--- config.mk ---
export PLATFORM = sky130hd
export DESIGN_NAME = vn_sqrt_cell
export DESIGN_NICKNAME = d
export VERILOG_FILES = /design/src/rtl/vn_pkg.sv /design/src/rtl/vn_sqrt_cell.sv
export SDC_FILE = /design/constraint.sdc
export NUM_CORES = 1
export LEC_CHECK = 0
export BUFFER_PORTS_ARGS = -buffer_cell sky130_fd_sc_hd__buf_2
export CORE_AREA = 3 3 178 180
export DETAILED_ROUTE_END_ITERATION = 8
export DIE_AREA = 0 0 181 183
export SKIP_CTS_REPAIR_TIMING = 1
export SLEW_MARGIN = 15
export SYNTH_ARGS = -nofsm -noshare
export SYNTH_HDL_FRONTEND = slang
export SYNTH_SLANG_ARGS = --single-unit
--- constraint.sdc ---
create_clock -name clk -period 9.9 [get_ports clk]
set_input_delay 1.485 -clock clk [delete_from_list [all_inputs] [get_ports clk]]
set_output_delay 1.485 -clock clk [all_outputs]
set_load 0.01 [all_outputs]
--- src/rtl/vn_pkg.sv ---
// Package for the three-component vector normalizer.
// Holds the sideband type that travels with each request down the cell chain.
package vn_pkg;

  // Per-request sideband: occupancy, zero-vector flag and component signs.
  typedef struct packed {
    logic       vld;
    logic       zero;
    logic [2:0] neg;
  } vn_side_t;

endpackage

--- src/rtl/vn_sqrt_cell.sv ---
// One digit cell of the restoring square-root chain.
// Depends on vn_pkg for the sideband type.
module vn_sqrt_cell #(
  parameter int LEN_W  = 32,
  parameter int PASS_W = 96
) (
  input  logic                 clk,
  input  logic                 rst_n,
  input  logic                 adv,
  input  vn_pkg::vn_side_t     side_i,
  input  logic [2*LEN_W-1:0]   rad_i,
  input  logic [LEN_W+2:0]     rem_i,
  input  logic [LEN_W-1:0]     root_i,
  input  logic [PASS_W-1:0]    pass_i,
  output vn_pkg::vn_side_t     side_o,
  output logic [2*LEN_W-1:0]   rad_o,
  output logic [LEN_W+2:0]     rem_o,
  output logic [LEN_W-1:0]     root_o,
  output logic [PASS_W-1:0]    pass_o
);

  logic [LEN_W+2:0] rem_sh;
  logic [LEN_W+2:0] trial;
  logic             take;

  vn_pkg::vn_side_t   side_r;
  logic [2*LEN_W-1:0] rad_r;
  logic [LEN_W+2:0]   rem_r;
  logic [LEN_W-1:0]   root_r;
  logic [PASS_W-1:0]  pass_r;

  // Bring down the next two radicand bits and try root*4+1.
  assign rem_sh = {rem_i[LEN_W:0], rad_i[2*LEN_W-1 -: 2]};
  assign trial  = {1'b0, root_i, 2'b01};
  assign take   = (rem_sh >= trial);

  always_ff @(posedge clk) begin
    if (!rst_n) begin
      side_r.vld <= 1'b0;
    end else if (adv) begin
      side_r <= side_i;
      rad_r  <= {rad_i[2*LEN_W-3:0], 2'b00};
      rem_r  <= take ? (rem_sh - trial) : rem_sh;
      root_r <= {root_i[LEN_W-2:0], take};
      pass_r <= pass_i;
    end
  end

  assign side_o = side_r;
  assign rad_o  = rad_r;
  assign rem_o  = rem_r;
  assign root_o = root_r;
  assign pass_o = pass_r;

endmodule

* Yosys cells after proc, flatten, opt, wreduce, memory -nomap -nowiden *
Cells that the tools add are included.

storage, ports and cells
  register bits after elaboration = 230
  input port bits = 235
  output and inout bits = 232
  logic and storage cells = 11

cells by class
  add/sub/neg operators = 1
  order comparisons = 1
  muxes and demuxes = 1
  reduce and logical (&&, ||, !) cells = 1

operators with widths
  operator          number
  $ge 35x34->1      1
  $mux 35           1
  $sub 35x34->35    1
  $reduce_and 2->1  1

* Depth between registers and ports, before layout *
  depth in word-level cells = 2
  mapped depth = 13

* Worst setup path before layout *
No wires, ideal clock.

  path type = input to register
  start = input adv
  end = register pass_r[0] (netlist: pass_o[0]) (enable)
  arrival = 6.669 ns
  data required time = 9.283 ns
  slack = 2.614 ns
  cell stages on the path = 1
  path through = and2_1

between the ends
  word-level cells in the longest chain between the ends = 1

ends and longest elaborated chain
  what                               line                text
  start, declared                    vn_sqrt_cell.sv:9   input logic adv,
  $reduce_and 2->1 (no source line)  --
  end signal, assigned               vn_sqrt_cell.sv:45  pass_r <= pass_i;
  end, declared                      vn_sqrt_cell.sv:30  logic [PASS_W-1:0] pass_r;

Every way passes these cells.
A chain may end at the register's enable or synchronous reset.

* Worst setup path in the final report *
  start = input root_i[17]
  end = register rem_r[16] (netlist: rem_o[16]), data pin

between the ends
  word-level cells in the longest chain between the ends = 2

ends and longest elaborated chain
  what                  line                text
  start, declared       vn_sqrt_cell.sv:13  input logic [LEN_W-1:0] root_i,
  $ge 35x34->1          vn_sqrt_cell.sv:35  assign take = (rem_sh >= trial);
  $mux 35               vn_sqrt_cell.sv:43  rem_r <= take ? (rem_sh - trial) : rem_sh;
  end signal, assigned  vn_sqrt_cell.sv:43
  end, declared         vn_sqrt_cell.sv:28  logic [LEN_W+2:0] rem_r;

Every way passes these cells.

==> reports/results.txt <==
Status - finished clean
Post-synthesis average cell area - 15.5 um^2
Startpoint Class - input port
Final wirelength - 28800 um
Die Area - 0.0331 mm^2
Area after DPL - 0.0121 mm^2
Critical-path maximum fanout - 39
CP max stage cell - buf_4
Slew HR - 0.360
Leakage - 5.50 nW
Peak VDD IR - 0.122 mV
Root buffer cell - clkbuf_16
Vias in the first global route - 6692
CP cell instances - buf_2, inv_1, ha_1, and4_1, nand2b_1, or3_1, a211oi_2, o31ai_2, o21ai_4, buf_4, mux2_2
Clk pin slew, worst setup/hold paths - 60 ps
RSZ-0062 raised after global routing - false
Final Cycle Share - 0.444
Ys Warns - 0
DIE HEIGHT - 183 um
Finished Layout Cells - 1500
Max Clock Freq - 0.228 GHz
HP Class - flip-flop to flip-flop
Post-synthesis async set-or-reset flop share - 0
Core box area - 0.0303 mm^2
Commonest non-fill, non-tap cell in the layout - buf_2
Latest clock arrival within the worst-skew pair - 500 ps
Worst slew pin tran - 960 ps
Placed cell count - 1453
CTS tree - yes
Worst EP required - 10160 ps
Fin area - 0.0129 mm^2
DR WL/cell - 19.2 um
Critical Path AT - 4650 ps
Critical path class - input port to flip-flop
Max-cap violations - 0
Number of synthesized flops with an enable pin - 229
Post-detail-place hpwl - 22900 um
Tmin final - 4390 ps
# rows - 64
Port bufs - 462
Die outline width - 181 um
Fill cells - 2879
Core Util, Final - 0.425
Largest net degree at the start of global routing - 73
RePlAce Congestion - 0.861
CP delay by family, top - compound AO/OA/AOI/OAI gates
Hold slack - 534 ps
WP buf/inv - 3
Final Skew - 0 ps
Setup Viol. Count Final - 0
CTS sink cnt - 230
TritonRoute pass-1 iters - 5
Area Growth Syn to Fin - 37.6%
Post-Route Setup TNS - 0 ps
Post-Syn Area - 0.00937 mm^2
Most frequent cells in the layout - buf_2, edfxtp_1, inv_1, a21oi_1, nor2_1
Cell Pwr Density - 186 mW/mm^2
DRT iter0 DRCs - 407
Vias - 6870
Pins Over Slew Limit - 0
Routed vias/inst - 4.58
Seq/Total Area, Yosys - 0.736
Residual DRC count - 0
H-tree depth - 1
Clock Tree Buf Depth - 3
Share of post-route cells with drive strength above 1 - 0.475
Initial antenna violation count - 3
Global-route wire length before repair - 41700 um
Routed Antenna Nets - 0
I/O pin count - 467
Synthesized flop and latch total - 230
Cells after synthesis - 603
Gr usage total - 0.163
Starting density of the core - 0.309
Post-layout net count - 1353
Fin. Hold Viols - 0
Main flop type after synthesis - edfxtp_1
Total gr overflow - 0
TritonCTS buffer count - 25
Number of distinct library cells after synthesis - 62
Crit end category - flip-flop
Slowest stage delay, CP - 490 ps
synth_stat cells (all sizes together) (9+ instances only):
library cell | count | area (um^2)
o21ai | 22 | 118
inv | 46 | 173
nor2 | 45 | 169
a21oi | 50 | 265
ha | 34 | 425
xor2 | 10 | 87.6
nor3 | 10 | 50.1
nand4 | 9 | 56.3
mux2 | 11 | 128
edfxtp | 229 | 6880
xnor2 | 21 | 184
nand2 | 20 | 75.1
buf | 11 | 80.1
worst register-to-register path: stages (launching register included):
cell and delay [ps]:
dfxtp_1 310, mux2i_1 120, nor2b_1 60
routing by layer:
layer / track usage / wire (um)
met1: 0.197 / 11200
met2: 0.285 / 14600
met4: 0.0457 / 680
met3: 0.0460 / 2290
met5: 0 / 0
registers in the layout, summed over array words and instances (netlist names):
signal	count
pass_o	96
rad_o	62
rem_o	35
root_o	32
side_o	5
cell families after synthesis:
logic type / count (synthesis) / share of synthesized area
adders and majority gates: 34 / 0.0454
DFF: 230 / 0.736
muxes: 15 / 0.0179
other: 1 / 0.000400
buffers and inverters: 59 / 0.0279
xor gates and xnor gates: 31 / 0.0290
and+or+nand+nor: 112 / 0.0573
AOI/OAI and AO/OA: 121 / 0.0863
per-stage QoR:
stage,setup WS (ps),total power [mW]
CTS,5450,2.43
floorplan,2610,1.40
finish,5510,2.40
global route,5310,2.51
global placement,4870,1.55
detailed placement,4920,1.56
power breakdown:
group	internal (mW)	switching (mW)
Clock	0.504	0.356
Combinational	0.151	0.210
Sequential	1.16	0.0170
cell type report:
| class | count | area [um^2] | area share |
|---|---|---|---|
| Timing Repair Buffer | 466 | 2340 | 0.182 |
| Multi-Input combinational cell | 315 | 2230 | 0.173 |
| Clock buffer | 36 | 687 | 0.0533 |
| Tap cell | 396 | 495 | 0.0384 |
| Sequential cell | 230 | 6900 | 0.535 |
| Clock inverter | 7 | 61.3 | 0.00476 |
| Antenna cell | 4 | 10.0 | 0.000776 |
| Inverter | 46 | 173 | 0.0134 |
path summary, 6_finish.rpt:
check                           startpoint   endpoint  slack, ps  cells after the start
worst max-delay path            root_i[17]  rem_o[16]       5510                     11
worst min register to register   side_o[4]  side_o[4]        530                      2
worst min-delay path             side_o[4]  side_o[4]        530                      2
worst max register to register   side_o[4]  side_o[4]       9310                      2
Note: power is estimated with default switching activity, not from simulation.
