`src/rtl/vn_pkg.sv`:
```
// Package for the three-component vector normalizer.
// Holds the sideband type that travels with each request down the cell chain.
package vn_pkg;

  // Per-request sideband: occupancy, zero-vector flag and component signs.
  typedef struct packed {
    logic       vld;
    logic       zero;
    logic [2:0] neg;
  } vn_side_t;

endpackage

```
`src/rtl/vn_div_cell.sv`:
```
// One quotient-bit cell of the three-lane restoring divider chain.
// Depends on vn_pkg for the sideband type.
module vn_div_cell #(
  parameter int LEN_W = 32,
  parameter int Q_W   = 31
) (
  input  logic                 clk,
  input  logic                 rst_n,
  input  logic                 adv,
  input  vn_pkg::vn_side_t     side_i,
  input  logic [LEN_W-1:0]     len_i,
  input  logic [3*(LEN_W+1)-1:0] rem_i,
  input  logic [3*Q_W-1:0]     q_i,
  output vn_pkg::vn_side_t     side_o,
  output logic [LEN_W-1:0]     len_o,
  output logic [3*(LEN_W+1)-1:0] rem_o,
  output logic [3*Q_W-1:0]     q_o
);

  localparam int RW = LEN_W + 1;

  logic [3*RW-1:0]  rem_nxt;
  logic [3*Q_W-1:0] q_nxt;

  vn_pkg::vn_side_t   side_r;
  logic [LEN_W-1:0]   len_r;
  logic [3*RW-1:0]    rem_r;
  logic [3*Q_W-1:0]   q_r;

  always_comb begin
    logic [RW:0]   diff;
    logic [RW-1:0] keep;
    for (int k = 0; k < 3; k++) begin
      diff = {1'b0, rem_i[k*RW +: RW]} - {2'b00, len_i};
      keep = diff[RW] ? rem_i[k*RW +: RW] : diff[RW-1:0];
      rem_nxt[k*RW +: RW] = {keep[RW-2:0], 1'b0};
      q_nxt[k*Q_W +: Q_W] = {q_i[k*Q_W +: Q_W-1], ~diff[RW]};
    end
  end

  always_ff @(posedge clk) begin
    if (!rst_n) begin
      side_r.vld <= 1'b0;
    end else if (adv) begin
      side_r <= side_i;
      len_r  <= len_i;
      rem_r  <= rem_nxt;
      q_r    <= q_nxt;
    end
  end

  assign side_o = side_r;
  assign len_o  = len_r;
  assign rem_o  = rem_r;
  assign q_o    = q_r;

endmodule

```
`config.mk`:
```
export PLATFORM = sky130hd
export DESIGN_NAME = vn_div_cell
export DESIGN_NICKNAME = d
export VERILOG_FILES = /design/src/rtl/vn_pkg.sv /design/src/rtl/vn_div_cell.sv
export SDC_FILE = /design/constraint.sdc
export NUM_CORES = 1
export LEC_CHECK = 0
export BUFFER_PORTS_ARGS = -buffer_cell sky130_fd_sc_hd__buf_2
export CAP_MARGIN = 20
export CORE_AREA = 2 2 178 180
export DETAILED_ROUTE_END_ITERATION = 7
export DIE_AREA = 0 0 180 182
export PLACE_DENSITY = 0.65
export SYNTH_ARGS = -nofsm -noshare
export SYNTH_HDL_FRONTEND = slang
export SYNTH_SLANG_ARGS = --single-unit
```
`constraint.sdc`:
```
create_clock -name clk -period 6.2 [get_ports clk]
set_input_delay 0 -clock clk [delete_from_list [all_inputs] [get_ports clk]]
set_output_delay 0 -clock clk [all_outputs]
set_load 0.005 [all_outputs]
```
# Word level (Yosys, flattened, before mapping)
# Cells that the tools add are included.
dict set report classes {
  n_mul 0
  magnitude_cmp 0
  reduce_logical 1
  mux 3
  div 0
  shift 0
  n_addsub 3
  bitwise_logic 3
  n_eq_ne 0
}
# op count
set ops {}
lappend ops {{$sub 33x32->34} 3}
lappend ops {{$mux 32} 3}
lappend ops {{$not 1->1} 3}
lappend ops {{$reduce_and 2->1} 1}
dict set report totals {
  wordCells 16
  memories 0
  register_bits 226
  mem_bits_ro 0
  latch_bits 0
  ram_bits 0
  inputBits 232
}

# Longest topological paths before layout
dict set report logic_depth {
  ltp_word 2
  mapped_depth 14
}

# Least setup slack after synthesis
# Ideal clock, no wire load.
dict set report synth_path {
  kind {input -> register}
  startpoint {in adv}
  endpoint {reg len_r[0], in the netlist len_o[0], enable pin}
  n_path_buf 0
  path_stages 1
  slack_ps 493
  arrival_time_ps 5095
  t_required_ps 5587
  path_cell_list {and2_1}
}
dict set report synth_via {
  elab_chain_cells 1
}
# item line_no
set synth_rtl {}
lappend synth_rtl {{start, declared} vn_div_cell.sv:9} ;# input logic adv,
lappend synth_rtl {{$reduce_and 2->1 (no source line)} --}
lappend synth_rtl {{end signal, assigned} vn_div_cell.sv:46} ;# len_r <= len_i;
lappend synth_rtl {{end, declared} vn_div_cell.sv:26} ;# logic [LEN_W-1:0] len_r;
# No other way between the ends.
# A chain may end at the register's enable or synchronous reset.

# Final worst setup path
dict set report layout_path {
  startpoint {in len_i[1]}
  endpoint {reg rem_r[72], in the netlist rem_o[72], data pin}
}
dict set report layout_via {
  elab_chain_cells 2
}
# item line_no
set layout_rtl {}
lappend layout_rtl {{start, declared} vn_div_cell.sv:11} ;# input logic [LEN_W-1:0] len_i,
lappend layout_rtl {{$sub 33x32->34} vn_div_cell.sv:34} ;# diff = {1'b0, rem_i[k*RW +: RW]} - {2'b00, len_i};
lappend layout_rtl {{$mux 32} vn_div_cell.sv:35} ;# keep = diff[RW] ? rem_i[k*RW +: RW] : diff[RW-1:0];
lappend layout_rtl {{net rem_nxt[72]} vn_div_cell.sv:22} ;# logic [3*RW-1:0] rem_nxt;
lappend layout_rtl {{end signal, assigned} vn_div_cell.sv:47} ;# rem_r <= rem_nxt;
lappend layout_rtl {{end, declared} vn_div_cell.sv:27} ;# logic [3*RW-1:0] rem_r;
# The timed path passes the listed nets, and every way through them passes these cells.

==> summary.txt <==
Run status
  – Outcome: finished, violations left
  – Failing checks: negative hold slack

Worst setup path
  – Reg-to-reg startpoint: side_o[4]
  – Crit. End Element: flop
  – CP Data Arrival Time: 4.53 ns
  – Max incr delay on CP: 0.66 ns
  – Setup crit start: len_i[1]
  – Slowest library cell on the worst path: a41oi_4
  – Worst EP required: 6.47 ns
  – CP Class: primary input to flop
  – R2R depth: 3
  – Reg2reg end: side_o[4]
  – Crit path launch type: primary input
  – Worst Path Max Fanout: 18
  – Reg-to-reg setup timing slack: 5.06 ns
  – Crit-path cells: dlygate4sd3_1, buf_2, inv_1, ha_1, nor2b_1, o2111ai_1, nand3_1, a31oi_1, nor3b_1, o31a_1, a31o_1, a41oi_4, buf_4, mux2_1
  – Buf/Inv on CP: 4
  – CP top delay family: compound AO/OA/AOI/OAI gates

Timing
  – Final hold violations: 1
  – WHS: -0.00580 ns
  – Max Slew Vio Count: 0
  – Setup TNS: 0 ns
  – Final min period: 4.25 ns
  – RSZ-0062 raised after global routing: false
  – Worst slew margin: 25.4%
  – Clock Skew: 0 ns
  – Worst-Margin Slew: 1.11 ns
  – Fmax: 235 MHz
  – Period utilisation layout: 68.6%
  – Number of setup violations in the final report: 0

Clock network
  – Worst-skew pair later-pin latency: 0.53 ns
  – Clock slew at reported path FFs: 0.06 ns
  – CTS tree: done
  – Clock Tree Buf Depth: 3
  – Cts bufs inserted: 26
  – CTS H-tree depth: 1
  – Clk root buf: clkbuf_16
  – Clk sinks: 226
  – Post-CTS sizing: 0

Hold path
  – HP Class: primary input to flop
  – Hold Path Stages: 4
  – Hold Path End: rem_o[32]
  – Min-delay src: rem_i[32]

Logic synthesis
  – Yosys top cell area share: 52.2%
  – Avg Cell Area, Syn: 12.1 um^2
  – FFs w/ async S/R, synth: 0%
  – YS warnings: 0
  – Synth cell count leaders: 225 x edfxtp_1, 96 x ha_1, 78 x nand2_1, 72 x a21oi_1, 64 x o21ai_0
  – Seq/Total Area, Yosys: 52.4%
  – Synth area leader: edfxtp_1
  – Top-count cell post-synth: edfxtp_1
  – Top post-synthesis cells by area: edfxtp_1 52%, ha_1 9.3%, xnor2_1 3.7%
  – Mapped Area: 12900 um^2
  – Post-synth EDFFs: 225
  – Ys flop type: edfxtp_1
  – Cell count after synthesis: 1066
  – Netlist cell types: 71
  – #FFs+latches synth: 226

Drt
  – Iter 0 DRT Violations: 615
  – Wire length per cell: 18.3 um
  – DRC Markers: 0
  – Vias: 11236
  – Detail Route Antenna Nets: 0
  – Number of vias per cell: 5.15
  – 1st-pass router iterations: 5
  – Final wirelength: 39900 um

Floorplan
  – Starting density of the core: 41.7%
  – I/O pin count: 461
  – FP Rows: 65
  – Core ar.: 31000 um^2
  – Die H: 182 um
  – DIE WIDTH: 180 um
  – Die footprint: 32800 um^2

Power and ir drop
  – Worst vdd ir: 200 uV
  – Design Power: 0.00459 W
  – Clock share of power: 34.2%
  – Pint: 0.00334 W
  – Sw frac: 27.2%
  – Leak Pwr: 8.26 nW
  – Combinational power share: 24.6%
  – PD cells: 244 nW/um^2
  – NetSw: 0.00125 W
  – Sequential share of power: 41.2%

Finish
  – # fillers: 2484
  – Share of layout cells above drive strength 1: 31.2%
  – Area Overhead vs Synth: 45.1%
  – Final Cell Area: 18800 um^2
  – Final #Nets: 2087

Placement
  – Placed Area: 15600 um^2
  – Port bufs: 454
  – Global placer's final weighted congestion: 0.888
  – Post-DP HPWL: 29300 um

Run
  – Maxcap violations: 0

GRT
  – Global-route wire length before repair: 61400 um
  – GRT overflow: 0
  – Largest net degree at the start of global routing: 80
  – Initial antenna violation count: 4
  – GRT Total Usage: 23.4%
  – Number of global-route vias before repair: 11239
## logic make-up (layout without fill, tap and decap cells)
kind of cell	Yosys count	in the layout	share of synthesized area [%]
compound gates	283	283	14.7
flops	226	226	52.4
simple gates	223	223	8.04
fa+ha+maj	99	99	9.75
buf+inv	84	791	2.88
xor+xnor	80	80	5.42
mux	70	70	6.80
other cells	1	7	0.0290
## per-stage QoR
stage               instances  setup WS [ns]  util [%]
floorplan                1068          0.493         -
global placement         1904           2.02      50.4
detailed placement       1904           1.94      50.4
CTS                      2177           1.94      60.5
global route             2181           1.76      60.6
finish                   2181           1.95      60.6
## sequential cells by signal (all words and copies together), names as in the netlist
| name | flops |
|---|---|
| len_o | 32 |
| q_o | 93 |
| rem_o | 96 |
| side_o | 5 |
## layout make-up
cell class | instances | area, um^2 | share of cell area [%]
flip-flops and latches | 226 | 6780 | 36.1
clock inverters | 17 | 180 | 0.960
inverters | 58 | 218 | 1.16
clock buffers | 30 | 687 | 3.66
repair buffers | 686 | 4580 | 24.4
diodes | 4 | 10.0 | 0.0533
well taps | 402 | 503 | 2.68
multi-input cells | 758 | 5810 | 31.0
## how the worst max path moves through the flow
stage	to	slack [ns]	depth (start not counted)
finish	rem_o[72]	1.95	14
global placement	rem_o[69]	2.02	13
detailed placement	rem_o[68]	1.94	13
floorplan	len_o[0]	0.49	1
CTS	rem_o[80]	1.94	14
global route	rem_o[78]	1.76	14
## cells in the final DEF, fill, tap and decap left out, drive strengths merged, types with 6 or more instances in the layout
cell / n
buf: 460
dlygate4sd3: 226
edfxtp: 225
ha: 96
nand2: 78
a21oi: 73
o21ai: 68
mux2: 65
inv: 59
nor2: 54
xnor2: 54
a21o: 46
clkbuf: 30
xor2: 26
nand3: 16
nor3: 16
nor2b: 12
and3: 11
a31oi: 11
clkinv: 11
o21a: 10
a211oi: 10
nand4: 10
nand2b: 9
o21bai: 9
a211o: 6
## timing repair
action / 4_1_cts / 5_1_grt
setup endpoints to repair: 0 / 0
setup buffers: 0 / 0
hold endpoints to repair: 223 / 0
hold buffers: 226 / 0
## worst min-delay path, stage by stage
cell      delay, ns
buf_2          0.09
nor2_1         0.05
nor3_1         0.16
a211oi_1       0.06
## layer usage
layer | wire [um] | vias to the layer above | GRT usage, %
li1 | - | 5414 | -
met1 | 15700 | 5270 | 27.9
met2 | 19900 | 458 | 41.6
met3 | 2450 | 94 | 3.77
met4 | 1850 | 0 | 10.6
met5 | 0 | - | 0
## power by group through the flow
stage          Sequential (W)  Combinational (W)  Clock (W)
2_1_floorplan         0.00195           0.000615          0
3_5_place_dp          0.00192           0.000998          0
5_1_grt               0.00190            0.00124    0.00166
4_1_cts               0.00189            0.00112    0.00160
3_3_place_gp          0.00192           0.000978          0
6_report              0.00189            0.00113    0.00157
Power figures use the tool's default switching activity.
